## src/rtl/core/pwmbcd_pkg.sv

```systemverilog
`timescale 1ns / 1ps
`default_nettype none
// ----------------------------------------------------------------------------
// pwmbcd_pkg
// Shared types, constants and helper functions of the pulse width meter
// with its multiplexed BCD seven-segment display.
// ----------------------------------------------------------------------------
package pwmbcd_pkg;

    localparam int WIDTH_W     = 8;
    localparam int PRESCALE_W  = 11;
    localparam int PCOUNT_W    = 10;
    localparam int SCAN_W      = 16;
    localparam int DIGIT_W     = 4;
    localparam int SELECT_W    = 4;
    localparam int SEG_W       = 7;
    localparam int CFG_INDEX_W = 1;
    localparam int CFG_DATA_W  = 16;

    localparam logic [PRESCALE_W-1:0] PRESCALE_MAX   = 11'd1024;
    localparam logic [PRESCALE_W-1:0] PRESCALE_MIN   = 11'd1;
    localparam logic [PRESCALE_W-1:0] PRESCALE_RESET = 11'd8;
    localparam logic [SCAN_W-1:0]     SCAN_RESET     = 16'd20000;

    // Leftmost digit is scanned first.
    localparam logic [SELECT_W-1:0] SELECT_FIRST = 4'b1000;

    // Configuration register indexes
    localparam logic [CFG_INDEX_W-1:0] CFG_PRESCALE    = 1'b0;
    localparam logic [CFG_INDEX_W-1:0] CFG_SCAN_PERIOD = 1'b1;

    // Scan positions
    localparam logic [1:0] POS_THOUSANDS = 2'd0;
    localparam logic [1:0] POS_HUNDREDS  = 2'd1;
    localparam logic [1:0] POS_TENS      = 2'd2;
    localparam logic [1:0] POS_UNITS     = 2'd3;

    typedef struct packed {
        logic [DIGIT_W-1:0] hundreds;
        logic [DIGIT_W-1:0] tens;
        logic [DIGIT_W-1:0] units;
    } bcd_t;

    // One queue entry: outcome of one accepted tick.
    typedef struct packed {
        logic               capture;
        logic [WIDTH_W-1:0] raw;
        bcd_t               digits;
    } tick_t;

    function automatic logic [SEG_W-1:0] seg_code(input logic [DIGIT_W-1:0] d);
        logic [SEG_W-1:0] s;
        begin
            case (d)
                4'd0:    s = 7'h3f;
                4'd1:    s = 7'h06;
                4'd2:    s = 7'h5b;
                4'd3:    s = 7'h4f;
                4'd4:    s = 7'h66;
                4'd5:    s = 7'h6d;
                4'd6:    s = 7'h7d;
                4'd7:    s = 7'h07;
                4'd8:    s = 7'h7f;
                4'd9:    s = 7'h6f;
                default: s = 7'h00;
            endcase
            return s;
        end
    endfunction

    // Split an 8-bit value into hundreds, tens and units.
    // Tens come from a multiply by 205/2048, exact for values below 100.
    function automatic bcd_t bcd_split(input logic [WIDTH_W-1:0] v);
        bcd_t          r;
        logic [6:0]    rem;
        logic [14:0]   prod;
        logic [3:0]    tens;
        logic [6:0]    tens_x10;
        begin
            if (v >= 8'd200)
            begin
                r.hundreds = 4'd2;
                rem        = 7'(v - 8'd200);
            end
            else if (v >= 8'd100)
            begin
                r.hundreds = 4'd1;
                rem        = 7'(v - 8'd100);
            end
            else
            begin
                r.hundreds = 4'd0;
                rem        = v[6:0];
            end
            prod     = 15'(rem) * 15'd205;
            tens     = prod[14:11];
            tens_x10 = 7'({tens, 3'b000}) + 7'({tens, 1'b0});
            r.tens   = tens;
            r.units  = 4'(rem - tens_x10);
            return r;
        end
    endfunction

endpackage
`default_nettype wire

```

## src/rtl/core/pwmbcd_in_if.sv

```systemverilog
`timescale 1ns / 1ps
`default_nettype none
// ----------------------------------------------------------------------------
// pwmbcd_in_if
// Input channel: one sampled pulse level per transaction.
// ----------------------------------------------------------------------------
interface pwmbcd_in_if;
    logic valid;
    logic ready;
    logic signal_level;

    modport source (output valid, output signal_level, input ready);
    modport sink   (input valid, input signal_level, output ready);
endinterface
`default_nettype wire

```

## src/rtl/core/pwmbcd_out_if.sv

```systemverilog
`timescale 1ns / 1ps
`default_nettype none
// ----------------------------------------------------------------------------
// pwmbcd_out_if
// Output channel: captured width and display drive per transaction.
// ----------------------------------------------------------------------------
interface pwmbcd_out_if;
    logic                                 valid;
    logic                                 ready;
    logic [pwmbcd_pkg::WIDTH_W-1:0]       raw_width;
    logic [pwmbcd_pkg::SELECT_W-1:0]      digit_select;
    logic [pwmbcd_pkg::SEG_W-1:0]         segments;
    logic                                 capture_done;

    modport source (output valid, output raw_width, output digit_select,
                    output segments, output capture_done, input ready);
    modport sink   (input valid, input raw_width, input digit_select,
                    input segments, input capture_done, output ready);
endinterface
`default_nettype wire

```

## src/rtl/core/pwmbcd_front.sv

```systemverilog
`timescale 1ns / 1ps
`default_nettype none
// ----------------------------------------------------------------------------
// pwmbcd_front
// Edge detection, prescaler and width counter; classifies each tick and
// pushes its outcome (capture flag, width, decimal digits) to the queue.
// ----------------------------------------------------------------------------
module pwmbcd_front (
    input  wire logic                                  clk,
    input  wire logic                                  rst_n,
    pwmbcd_in_if.sink                                  pulse_in,
    input  wire logic [pwmbcd_pkg::PRESCALE_W-1:0]     prescale,
    input  wire logic                                  q_full,
    output logic                                       q_push,
    output pwmbcd_pkg::tick_t                          q_entry
);

    logic                                prev_reg;
    logic                                prev_next;
    logic                                measuring_reg;
    logic                                measuring_next;
    logic [pwmbcd_pkg::PCOUNT_W-1:0]     pcount_reg;
    logic [pwmbcd_pkg::PCOUNT_W-1:0]     pcount_next;
    logic [pwmbcd_pkg::WIDTH_W-1:0]      width_reg;
    logic [pwmbcd_pkg::WIDTH_W-1:0]      width_next;

    logic                                rising;
    logic                                falling;
    logic [pwmbcd_pkg::PRESCALE_W-1:0]   eff_prescale;
    logic [pwmbcd_pkg::PRESCALE_W-1:0]   pcount_inc;
    logic                                accept;

    assign pulse_in.ready = !q_full;
    assign accept         = pulse_in.valid && pulse_in.ready;
    assign q_push         = accept;

    always_comb
    begin
        rising  = !prev_reg && pulse_in.signal_level;
        falling = prev_reg && !pulse_in.signal_level;

        if (prescale == '0)
            eff_prescale = pwmbcd_pkg::PRESCALE_MIN;
        else if (prescale > pwmbcd_pkg::PRESCALE_MAX)
            eff_prescale = pwmbcd_pkg::PRESCALE_MAX;
        else
            eff_prescale = prescale;

        pcount_inc = {1'b0, pcount_reg} + 11'd1;

        prev_next      = pulse_in.signal_level;
        measuring_next = measuring_reg;
        pcount_next    = pcount_reg;
        width_next     = width_reg;

        if (!measuring_reg)
        begin
            if (rising)
            begin
                measuring_next = 1'b1;
                pcount_next    = '0;
            end
        end
        else if (falling)
        begin
            width_next     = '0;
            measuring_next = 1'b0;
        end
        else if (pcount_inc >= eff_prescale)
        begin
            pcount_next = '0;
            width_next  = width_reg + 8'd1;
        end
        else
        begin
            pcount_next = pcount_inc[pwmbcd_pkg::PCOUNT_W-1:0];
        end

        q_entry.capture = measuring_reg && falling;
        q_entry.raw     = width_reg;
        q_entry.digits  = pwmbcd_pkg::bcd_split(width_reg);
    end

    always_ff @(posedge clk or negedge rst_n)
    begin
        if (!rst_n)
        begin
            prev_reg      <= 1'b0;
            measuring_reg <= 1'b0;
            pcount_reg    <= '0;
            width_reg     <= '0;
        end
        else if (accept)
        begin
            prev_reg      <= prev_next;
            measuring_reg <= measuring_next;
            pcount_reg    <= pcount_next;
            width_reg     <= width_next;
        end
    end

endmodule
`default_nettype wire

```

## src/rtl/core/pwmbcd_queue.sv

```systemverilog
`timescale 1ns / 1ps
`default_nettype none
// ----------------------------------------------------------------------------
// pwmbcd_queue
// Two-entry queue between the measuring front and the display back.
// ----------------------------------------------------------------------------
module pwmbcd_queue (
    input  wire logic                 clk,
    input  wire logic                 rst_n,
    input  wire logic                 push,
    input  wire pwmbcd_pkg::tick_t    push_entry,
    output logic                      full,
    input  wire logic                 pop,
    output logic                      not_empty,
    output pwmbcd_pkg::tick_t         head
);

    pwmbcd_pkg::tick_t  entries [2];
    logic               wr_ptr_reg;
    logic               wr_ptr_next;
    logic               rd_ptr_reg;
    logic               rd_ptr_next;
    logic [1:0]         count_reg;
    logic [1:0]         count_next;
    logic               do_pop;

    assign full      = (count_reg == 2'd2);
    assign not_empty = (count_reg != 2'd0);
    assign head      = entries[rd_ptr_reg];
    assign do_pop    = pop && not_empty;

    always_comb
    begin
        wr_ptr_next = push   ? !wr_ptr_reg : wr_ptr_reg;
        rd_ptr_next = do_pop ? !rd_ptr_reg : rd_ptr_reg;
        count_next  = count_reg;
        if (push && !do_pop)
            count_next = count_reg + 2'd1;
        else if (do_pop && !push)
            count_next = count_reg - 2'd1;
    end

    always_ff @(posedge clk or negedge rst_n)
    begin
        if (!rst_n)
        begin
            wr_ptr_reg <= 1'b0;
            rd_ptr_reg <= 1'b0;
            count_reg  <= '0;
        end
        else
        begin
            wr_ptr_reg <= wr_ptr_next;
            rd_ptr_reg <= rd_ptr_next;
            count_reg  <= count_next;
        end
    end

    always_ff @(posedge clk)
    begin
        if (push)
            entries[wr_ptr_reg] <= push_entry;
    end

endmodule
`default_nettype wire

```

## src/rtl/core/pwmbcd_back.sv

```systemverilog
`timescale 1ns / 1ps
`default_nettype none
// ----------------------------------------------------------------------------
// pwmbcd_back
// Display scanner: holds the decimal digits, steps the digit scan and
// drives the output register with the held width and display code.
// ----------------------------------------------------------------------------
module pwmbcd_back (
    input  wire logic                              clk,
    input  wire logic                              rst_n,
    input  wire logic [pwmbcd_pkg::SCAN_W-1:0]     scan_period,
    input  wire logic                              q_not_empty,
    input  wire pwmbcd_pkg::tick_t                 q_head,
    output logic                                   q_pop,
    pwmbcd_out_if.source                           disp_out
);

    pwmbcd_pkg::bcd_t                    digits_reg;
    pwmbcd_pkg::bcd_t                    digits_next;
    logic [pwmbcd_pkg::SCAN_W-1:0]       scan_count_reg;
    logic [pwmbcd_pkg::SCAN_W-1:0]       scan_count_next;
    logic [1:0]                          scan_index_reg;
    logic [1:0]                          scan_index_next;
    logic [pwmbcd_pkg::WIDTH_W-1:0]      raw_reg;
    logic [pwmbcd_pkg::WIDTH_W-1:0]      raw_next;
    logic [pwmbcd_pkg::SELECT_W-1:0]     select_reg;
    logic [pwmbcd_pkg::SELECT_W-1:0]     select_next;
    logic [pwmbcd_pkg::SEG_W-1:0]        seg_reg;
    logic [pwmbcd_pkg::SEG_W-1:0]        seg_next;
    logic                                done_reg;
    logic                                valid_reg;
    logic                                valid_next;
    logic [pwmbcd_pkg::DIGIT_W-1:0]      scan_digit;

    // Advance only when the output register is free or being drained.
    assign q_pop = q_not_empty && (!valid_reg || disp_out.ready);

    assign disp_out.valid        = valid_reg;
    assign disp_out.raw_width    = raw_reg;
    assign disp_out.digit_select = select_reg;
    assign disp_out.segments     = seg_reg;
    assign disp_out.capture_done = done_reg;

    always_comb
    begin
        // A capture on this tick is visible to a scan on the same tick.
        digits_next = q_head.capture ? q_head.digits : digits_reg;
        raw_next    = q_head.capture ? q_head.raw : raw_reg;

        case (scan_index_reg)
            pwmbcd_pkg::POS_THOUSANDS: scan_digit = '0;
            pwmbcd_pkg::POS_HUNDREDS:  scan_digit = digits_next.hundreds;
            pwmbcd_pkg::POS_TENS:      scan_digit = digits_next.tens;
            pwmbcd_pkg::POS_UNITS:     scan_digit = digits_next.units;
            default:                   scan_digit = '0;
        endcase

        if (scan_count_reg >= scan_period)
        begin
            scan_count_next = '0;
            select_next     = pwmbcd_pkg::SELECT_FIRST >> scan_index_reg;
            seg_next        = pwmbcd_pkg::seg_code(scan_digit);
            scan_index_next = scan_index_reg + 2'd1;
        end
        else
        begin
            scan_count_next = scan_count_reg + 16'd1;
            select_next     = select_reg;
            seg_next        = seg_reg;
            scan_index_next = scan_index_reg;
        end

        if (q_pop)
            valid_next = 1'b1;
        else if (disp_out.ready)
            valid_next = 1'b0;
        else
            valid_next = valid_reg;
    end

    always_ff @(posedge clk or negedge rst_n)
    begin
        if (!rst_n)
        begin
            digits_reg     <= '0;
            scan_count_reg <= '0;
            scan_index_reg <= '0;
            raw_reg        <= '0;
            select_reg     <= '0;
            seg_reg        <= '0;
            done_reg       <= 1'b0;
            valid_reg      <= 1'b0;
        end
        else
        begin
            valid_reg <= valid_next;
            if (q_pop)
            begin
                digits_reg     <= digits_next;
                scan_count_reg <= scan_count_next;
                scan_index_reg <= scan_index_next;
                raw_reg        <= raw_next;
                select_reg     <= select_next;
                seg_reg        <= seg_next;
                done_reg       <= q_head.capture;
            end
        end
    end

endmodule
`default_nettype wire

```

## src/rtl/core/pulse_width_meter_bcd_display.sv

```systemverilog
`timescale 1ns / 1ps
`default_nettype none
// ----------------------------------------------------------------------------
// pulse_width_meter_bcd_display
// Pulse width meter with a scanned four-digit seven-segment display.
// ----------------------------------------------------------------------------
// Each input transaction is one system tick carrying the sampled pulse level,
// and each produces exactly one output transaction with the last captured
// width, the current one-hot digit select and its segment code, and a flag
// set on the tick that captured a new width. The block takes one transaction
// per clock cycle while the queue is not full; each accepted transaction is
// written into the two-entry queue, then moves into the output register and
// shows up on the output. When the output side stalls, the queue absorbs two
// transactions before input ready drops. Write prescale (index 0) and
// scan_period (index 1) only while no transactions are in flight.
module pulse_width_meter_bcd_display (
    input  wire logic                                   clk,
    input  wire logic                                   rst_n,
    pwmbcd_in_if.sink                                   pulse_in,
    pwmbcd_out_if.source                                disp_out,
    input  wire logic                                   cfg_we,
    input  wire logic [pwmbcd_pkg::CFG_INDEX_W-1:0]     cfg_index,
    input  wire logic [pwmbcd_pkg::CFG_DATA_W-1:0]      cfg_wdata
);

    logic [pwmbcd_pkg::PRESCALE_W-1:0]  prescale_reg;
    logic [pwmbcd_pkg::SCAN_W-1:0]      scan_period_reg;

    pwmbcd_pkg::tick_t                  push_entry;
    pwmbcd_pkg::tick_t                  head_entry;
    logic                               q_push;
    logic                               q_full;
    logic                               q_pop;
    logic                               q_not_empty;

    always_ff @(posedge clk or negedge rst_n)
    begin
        if (!rst_n)
        begin
            prescale_reg    <= pwmbcd_pkg::PRESCALE_RESET;
            scan_period_reg <= pwmbcd_pkg::SCAN_RESET;
        end
        else if (cfg_we)
        begin
            unique case (cfg_index)
                pwmbcd_pkg::CFG_PRESCALE:
                    prescale_reg <= cfg_wdata[pwmbcd_pkg::PRESCALE_W-1:0];
                pwmbcd_pkg::CFG_SCAN_PERIOD:
                    scan_period_reg <= cfg_wdata[pwmbcd_pkg::SCAN_W-1:0];
                default:
                    ;
            endcase
        end
    end

    pwmbcd_front u_front (
        .clk      (clk),
        .rst_n    (rst_n),
        .pulse_in (pulse_in),
        .prescale (prescale_reg),
        .q_full   (q_full),
        .q_push   (q_push),
        .q_entry  (push_entry)
    );

    pwmbcd_queue u_queue (
        .clk        (clk),
        .rst_n      (rst_n),
        .push       (q_push),
        .push_entry (push_entry),
        .full       (q_full),
        .pop        (q_pop),
        .not_empty  (q_not_empty),
        .head       (head_entry)
    );

    pwmbcd_back u_back (
        .clk         (clk),
        .rst_n       (rst_n),
        .scan_period (scan_period_reg),
        .q_not_empty (q_not_empty),
        .q_head      (head_entry),
        .q_pop       (q_pop),
        .disp_out    (disp_out)
    );

endmodule
`default_nettype wire

```

## src/flat_wrapper.sv

```systemverilog
// flat-port wrapper written by rule: the top's interface ports become plain ports
module pulse_width_meter_bcd_display_flat 
  (clk, rst_n, cfg_we, cfg_index, cfg_wdata, pulse_in_valid, pulse_in_signal_level, pulse_in_ready, disp_out_valid, disp_out_raw_width, disp_out_digit_select, disp_out_segments, disp_out_capture_done, disp_out_ready);
  pwmbcd_in_if pulse_in_i ();
  pwmbcd_out_if disp_out_i ();
  input  wire logic clk;
  input  wire logic rst_n;
  input  wire logic cfg_we;
  input  wire logic [pwmbcd_pkg::CFG_INDEX_W-1:0] cfg_index;
  input  wire logic [pwmbcd_pkg::CFG_DATA_W-1:0] cfg_wdata;
  input wire logic [$bits(pulse_in_i.valid)-1:0] pulse_in_valid;
  input wire logic [$bits(pulse_in_i.signal_level)-1:0] pulse_in_signal_level;
  output wire logic [$bits(pulse_in_i.ready)-1:0] pulse_in_ready;
  output wire logic [$bits(disp_out_i.valid)-1:0] disp_out_valid;
  output wire logic [$bits(disp_out_i.raw_width)-1:0] disp_out_raw_width;
  output wire logic [$bits(disp_out_i.digit_select)-1:0] disp_out_digit_select;
  output wire logic [$bits(disp_out_i.segments)-1:0] disp_out_segments;
  output wire logic [$bits(disp_out_i.capture_done)-1:0] disp_out_capture_done;
  input wire logic [$bits(disp_out_i.ready)-1:0] disp_out_ready;
  assign pulse_in_i.valid = pulse_in_valid;
  assign pulse_in_i.signal_level = pulse_in_signal_level;
  assign pulse_in_ready = pulse_in_i.ready;
  assign disp_out_valid = disp_out_i.valid;
  assign disp_out_raw_width = disp_out_i.raw_width;
  assign disp_out_digit_select = disp_out_i.digit_select;
  assign disp_out_segments = disp_out_i.segments;
  assign disp_out_capture_done = disp_out_i.capture_done;
  assign disp_out_i.ready = disp_out_ready;
  pulse_width_meter_bcd_display u_core (.clk(clk), .rst_n(rst_n), .pulse_in(pulse_in_i), .disp_out(disp_out_i), .cfg_we(cfg_we), .cfg_index(cfg_index), .cfg_wdata(cfg_wdata));
endmodule
```

## config.mk

```make
export PLATFORM = sky130hd
export DESIGN_NAME = pulse_width_meter_bcd_display_flat
export DESIGN_NICKNAME = d
export VERILOG_FILES = /design/src/rtl/core/pwmbcd_pkg.sv /design/src/rtl/core/pwmbcd_in_if.sv /design/src/rtl/core/pwmbcd_out_if.sv /design/src/rtl/core/pwmbcd_front.sv /design/src/rtl/core/pwmbcd_queue.sv /design/src/rtl/core/pwmbcd_back.sv /design/src/rtl/core/pulse_width_meter_bcd_display.sv /design/src/flat_wrapper.sv
export SDC_FILE = /design/constraint.sdc
export NUM_CORES = 1
export LEC_CHECK = 0
export BUFFER_PORTS_ARGS = -buffer_cell sky130_fd_sc_hd__clkbuf_2
export CAP_MARGIN = 20
export CORE_MARGIN = 1
export CORE_UTILIZATION = 45
export CTS_CLUSTER_SIZE = 24
export DETAILED_ROUTE_END_ITERATION = 8
export SYNTH_ARGS = -nofsm -noshare
export SYNTH_HDL_FRONTEND = slang
export SYNTH_HIERARCHICAL = 1
export SYNTH_SLANG_ARGS = --single-unit
```

## constraint.sdc

```tcl
create_clock -name clk -period 16.19 [get_ports clk]
set_input_delay 0.8095 -clock clk [delete_from_list [all_inputs] [get_ports clk]]
set_output_delay 0.8095 -clock clk [all_outputs]
set_load 0.05 [all_outputs]
```

Yosys cells after proc, flatten, opt, wreduce, memory -nomap -nowiden
Memory sizes are Yosys's and may differ from the RTL's. A register that Yosys moved wholly into a read port is not among the register bits.
Index checks and enable logic that the tools add are counted.
Widths: inputs -> output; s select.
Word-level totals
  bits in read-only memories: 112
  bits of input ports: 23
  word-level logic and storage cells: 98
  flip-flop bits (word level): 95
  output and inout port bits: 22
  memories: 2
  memory bits (writable): 38
Memory list
  (no name shown): depth 16, width 7, rd ports 1, clocked after Yosys merged registers in 1, wr ports 0, line pwmbcd_pkg.sv:54  | case (d)
  u_core.u_queue.entries: depth 2, width 19, rd ports 1, clocked after Yosys merged registers in 0, wr ports 1, line pwmbcd_queue.sv:18  | pwmbcd_pkg::tick_t entries [2];
Operators by class
  shifts and indexed selects: 1
  reduce and logical (&&, ||, !) cells: 31
  bitwise logic cells: 1
  order comparisons: 5
  multiplexer cells: 24
  equality and inequality tests: 5
  $mul: 1
  add/sub/neg operators: 10
Operator list (number)
  $mux 10: 4
  $mux 11: 2
  $add 16x1->16 const B: 1
  $ge 16x16->1: 1
  $mux 16: 1
  $mux 8: 2
  $pmux 4 s4: 1
  $mul 7x8->15 const B: 1
  $mux 7: 2
  $sub 7x7->7 const B: 2
  $mux 12: 1
  $add 10x1->11 const B: 1
  $ge 11x11->1: 1
  $gt 11x11->1 const B: 1
  $logic_not 11->1: 1
  $reduce_bool 2->1: 5
  $logic_not 1->1: 9
  $add 8x1->8 const B: 1
  $ge 8x7->1 const B: 1
  $ge 8x8->1 const B: 1
  $logic_and 1x1->1: 8
  $mux 1: 8
  $reduce_and 2->1: 4
  $eq 2x2->1 const B: 3
  12 further kinds: 16

Longest topological paths before layout
  depth after elaboration: 7
  gate-level depth with buffers: 28
  depth with buffers taken out: 28

Cells and area by module
Netlist, hierarchy kept.
By module, submodules not included
  pwmbcd_back: sequential area each 1276.2 µm², cells each 274, area an instance 3005.4 µm², instances 1
  pwmbcd_front: sequential area each 500.5 µm², cells each 323, area an instance 2712.6 µm², instances 1
  pwmbcd_queue: sequential area each 1361.3 µm², cells each 81, area an instance 1719.1 µm², instances 1
  pulse_width_meter_bcd_display: sequential area each 683.2 µm², cells each 58, area an instance 1014.7 µm², instances 1

Worst setup path before layout
Ideal clock, no wire load.
  path type: flip-flop to flip-flop
  from: register u_core/u_front/width_reg[0] (netlist name)
  to: memory u_core/u_queue/entries[0][3] (netlist name), data pin
  cell stages (with the launch flop): 27
  buffers on the path: 0
  library setup time: 0.264 ns
  arrival time: 5.657 ns
  data required time: 15.926 ns
  path slack: 10.269 ns
  period minus slack after synthesis: 5.921 ns
  path through: dfrtp_1 > inv_1 > ha_1 > a2111o_1 > nand2_1 > o21ai_1 > o21ai_1 > xor2_1 > xor2_1 > fa_1 > ha_1 > inv_1 > fa_1 > inv_1 > ha_1 > a21oi_1 > o211ai_1 > a21oi_1 > nor2b_1 > and3_1 > nor2_1 > ha_1 > nand2_1 > and4bb_4 > xnor2_1 > o221a_1 > xnor2_1
RTL lines
  from (decl): line pwmbcd_front.sv:24  | logic [pwmbcd_pkg::WIDTH_W-1:0] width_reg;
  from (signal assigned): line pwmbcd_front.sv:98  | width_reg <= width_next;
  to (decl): line pwmbcd_queue.sv:18

==> flow_summary.json <==
{
  "status": "finished with violations",
  "violations": "design-rule violations",
  "grt_usage": 0.183,
  "antenna_left": 0,
  "design.core.area_sq_um": 18200,
  "post_cts_resized": 0,
  "drive_gt1_frac": 0.232,
  "preCtsSetupSlack_ns": 9.60,
  "dp_hpwl_um": 11900,
  "fmax_mhz": 152,
  "diodes": 0,
  "ys_seq_area_frac": 0.452,
  "die_y_um": 139,
  "cpLargestDelayFamily": "adder cells",
  "grt_pass1_wl_um": 28000,
  "cts_sinks": 144,
  "crit_path_end_kind": "register",
  "die_w_um": 139,
  "synthDistinctLibCells": 66,
  "wl_per_cell_um": 15.9,
  "timing.rr.start": "u_core/u_front/width_reg[0]",
  "ys_async_sr_fraction": 0.708,
  "max_cap_violations": 0,
  "vias_per_cell": 5.26,
  "nNetsFinal": 900,
  "period_minus_slack_ns": 6.59,
  "firstDrtPassIters": 6,
  "rrSetupSlack_ns": 9.60,
  "grt_max_degree": 81,
  "fin_worst_skew_ns": 0.00920,
  "gr-usage-met3": 0.0331,
  "initial_core_util": 0.464,
  "clk_pin_slew_ns": 0.06,
  "htreeDepth": 4,
  "yosys_warnings": 6,
  "worstSetupPathType": "register to register",
  "regToRegEndpoint": "u_core/u_queue/entries[1][3]",
  "min_path_type": "input port to asynchronous set/reset pin",
  "synth_edf_count": 42,
  "slowest_stage": "dfrtp_1",
  "top_level_ports": 45,
  "numCtsBuffers": 17,
  "use_met2": 0.292,
  "r2r_cells": 26,
  "vias": 5398,
  "finalSetupViolations": 0,
  "die-area_sq_um": 19300,
  "final_cells": 1027,
  "wirelength_um": 16300,
  "final_core_util": 0.521,
  "syn2layout_area_growth_pct": 12.2,
  "layout_commonest_cell": "dfrtp_1",
  "cp_common_cell": "ha_1",
  "cts_setup_buffers": 0,
  "synthFlopType": "dfrtp_1",
  "fin_setup_tns_ns": 0,
  "drt_first_iter_violations": 235,
  "power_density_nw_per_um2": 153,
  "tightest_slew_ns": 1.03,
  "antenna_found_initial": 0,
  "cp_max_fo": 10,
  "leakage_uw": 0.00440,
  "rsz0062_at_grt": "no",
  "clock_path_buffers": 2,
  "synth_cells": 736,
  "grtUsageMet1": 0.251,
  "worst_slack_ns": 9.60,
  "largest_reg_flops": 42,
  "hold_viol_final": 0,
  "clk_latency_ns": 0.42,
  "drc_errors": 5,
  "layout_common_cells": "dfrtp_1, ha_1, mux2_2, nand2_1, inv_1",
  "relSlewSlack": 0.311,
  "grt_pass1_vias": 5535,
  "final_max_slew_viol_count": 0,
  "portBuffers": 44,
  "yosys_register_bits": 144,
  "rows": 49,
  "cts_tree": "built",
  "place_congestion": 0.822,
  "critical_path_arrival_ns": 6.75,
  "place_inst": 993,
  "crit_buf_inv": 3,
  "root_buffer": "clkbuf_16",
  "synth.cell_area_sq_um": 8450,
  "post-route-period-util": 0.407,
  "start_kind": "register",
  "crit_required_ns": 16.35,
  "ir_drop_v": 0.0000680,
  "synth.avg_cell_area_sq_um": 11.5,
  "busiest_layer": "met2",
  "grt-ovfl-total": 0,
  "cp_slowest_stage_delay_ns": 0.51,
  "cts_hold_buffers": 0
}
Yosys cell counts (2+ instances only):
cell / n / share of area
mux2_4: 5 / 0.0089
a2111o_1: 2 / 0.0027
mux2_2: 75 / 0.10
a21oi_1: 18 / 0.011
nand2b_1: 11 / 0.0081
nor2_1: 44 / 0.020
a22oi_1: 2 / 0.0018
nand3_1: 15 / 0.0089
a211oi_1: 4 / 0.0036
o21ai_1: 4 / 0.0024
o21ai_0: 17 / 0.010
o22ai_1: 2 / 0.0015
o31ai_1: 2 / 0.0018
and2_1: 7 / 0.0052
o221ai_1: 2 / 0.0021
or3_1: 4 / 0.0030
and3_1: 5 / 0.0037
xor2_1: 18 / 0.019
fa_1: 8 / 0.019
nor4_1: 5 / 0.0037
clkinv_1: 2 / 0.00089
nor3_1: 7 / 0.0041
or2_2: 5 / 0.0037
xnor2_1: 24 / 0.025
mux2_1: 10 / 0.013
a222oi_1: 3 / 0.0036
o21a_1: 4 / 0.0036
a21o_1: 14 / 0.012
a31oi_1: 7 / 0.0052
clkbuf_1: 5 / 0.0022
nand4_1: 11 / 0.0081
buf_2: 3 / 0.0018
nor2b_1: 10 / 0.0074
buf_4: 6 / 0.0053
nand2_1: 61 / 0.027
buf_6: 6 / 0.0080
dfstp_2: 6 / 0.019
edfxtp_1: 42 / 0.15
nor3b_1: 3 / 0.0027
dfrtp_1: 96 / 0.28
ha_1: 84 / 0.12
inv_1: 53 / 0.024
cell type report:
| cell class | instances | area, sq um |
|---|---|---|
| Fill cell | 1574 | 8720 |
| Multi-Input combinational cell | 518 | 4280 |
| Sequential cell | 144 | 3820 |
| Clock buffer | 17 | 425 |
| Timing Repair Buffer | 49 | 308 |
| Tap cell | 229 | 287 |
| Inverter | 55 | 206 |
| Clock inverter | 15 | 155 |
power breakdown:
part	switching [uW]	internal (uW)	total, uW
logic	297	230	528
clock network	157	228	385
registers	69.5	471	541
total	524	930	1450
stage by stage:
step	power [uW]	cell area (sq um)	hold slack [ns]
6_report	1450	9490	0.281
5_1_grt	1550	9490	0.288
4_1_cts	1460	9430	0.273
3_5_place_dp	1070	8850	0.468
3_3_place_gp	1050	8840	0.463
2_1_floorplan	940	8460	0.437
worst max-delay path by stage:
stage	depth (start not counted)	slack, ns	startpoint	endpoint
after floorplan	26	10.27	u_core/u_front/width_reg[0]	u_core/u_queue/entries[0][3]
after global placement	26	9.78	u_core/u_front/width_reg[0]	u_core/u_queue/entries[0][3]
after global routing	26	9.04	u_core/u_front/width_reg[0]	u_core/u_queue/entries[1][3]
after detailed placement	26	9.60	u_core/u_front/width_reg[0]	u_core/u_queue/entries[0][3]
final	26	9.60	u_core/u_front/width_reg[0]	u_core/u_queue/entries[1][3]
after CTS	26	9.57	u_core/u_front/width_reg[0]	u_core/u_queue/entries[1][3]
logic make-up after synthesis:
family	after synthesis	synth area share
flops	144	0.452
xor+xnor	42	0.0435
compound gates	92	0.0774
mux	91	0.123
other cells	1	0.000444
buf+inv	75	0.0417
fa+ha+maj	92	0.143
simple gates	199	0.118
per-layer routing:
layer	wire length (um)	vias to the layer above
li1	-	2700
met1	8040	2616
met2	7700	68
met3	386	14
met4	204	0
met5	0	-
(Power assumes the default switching activity.)
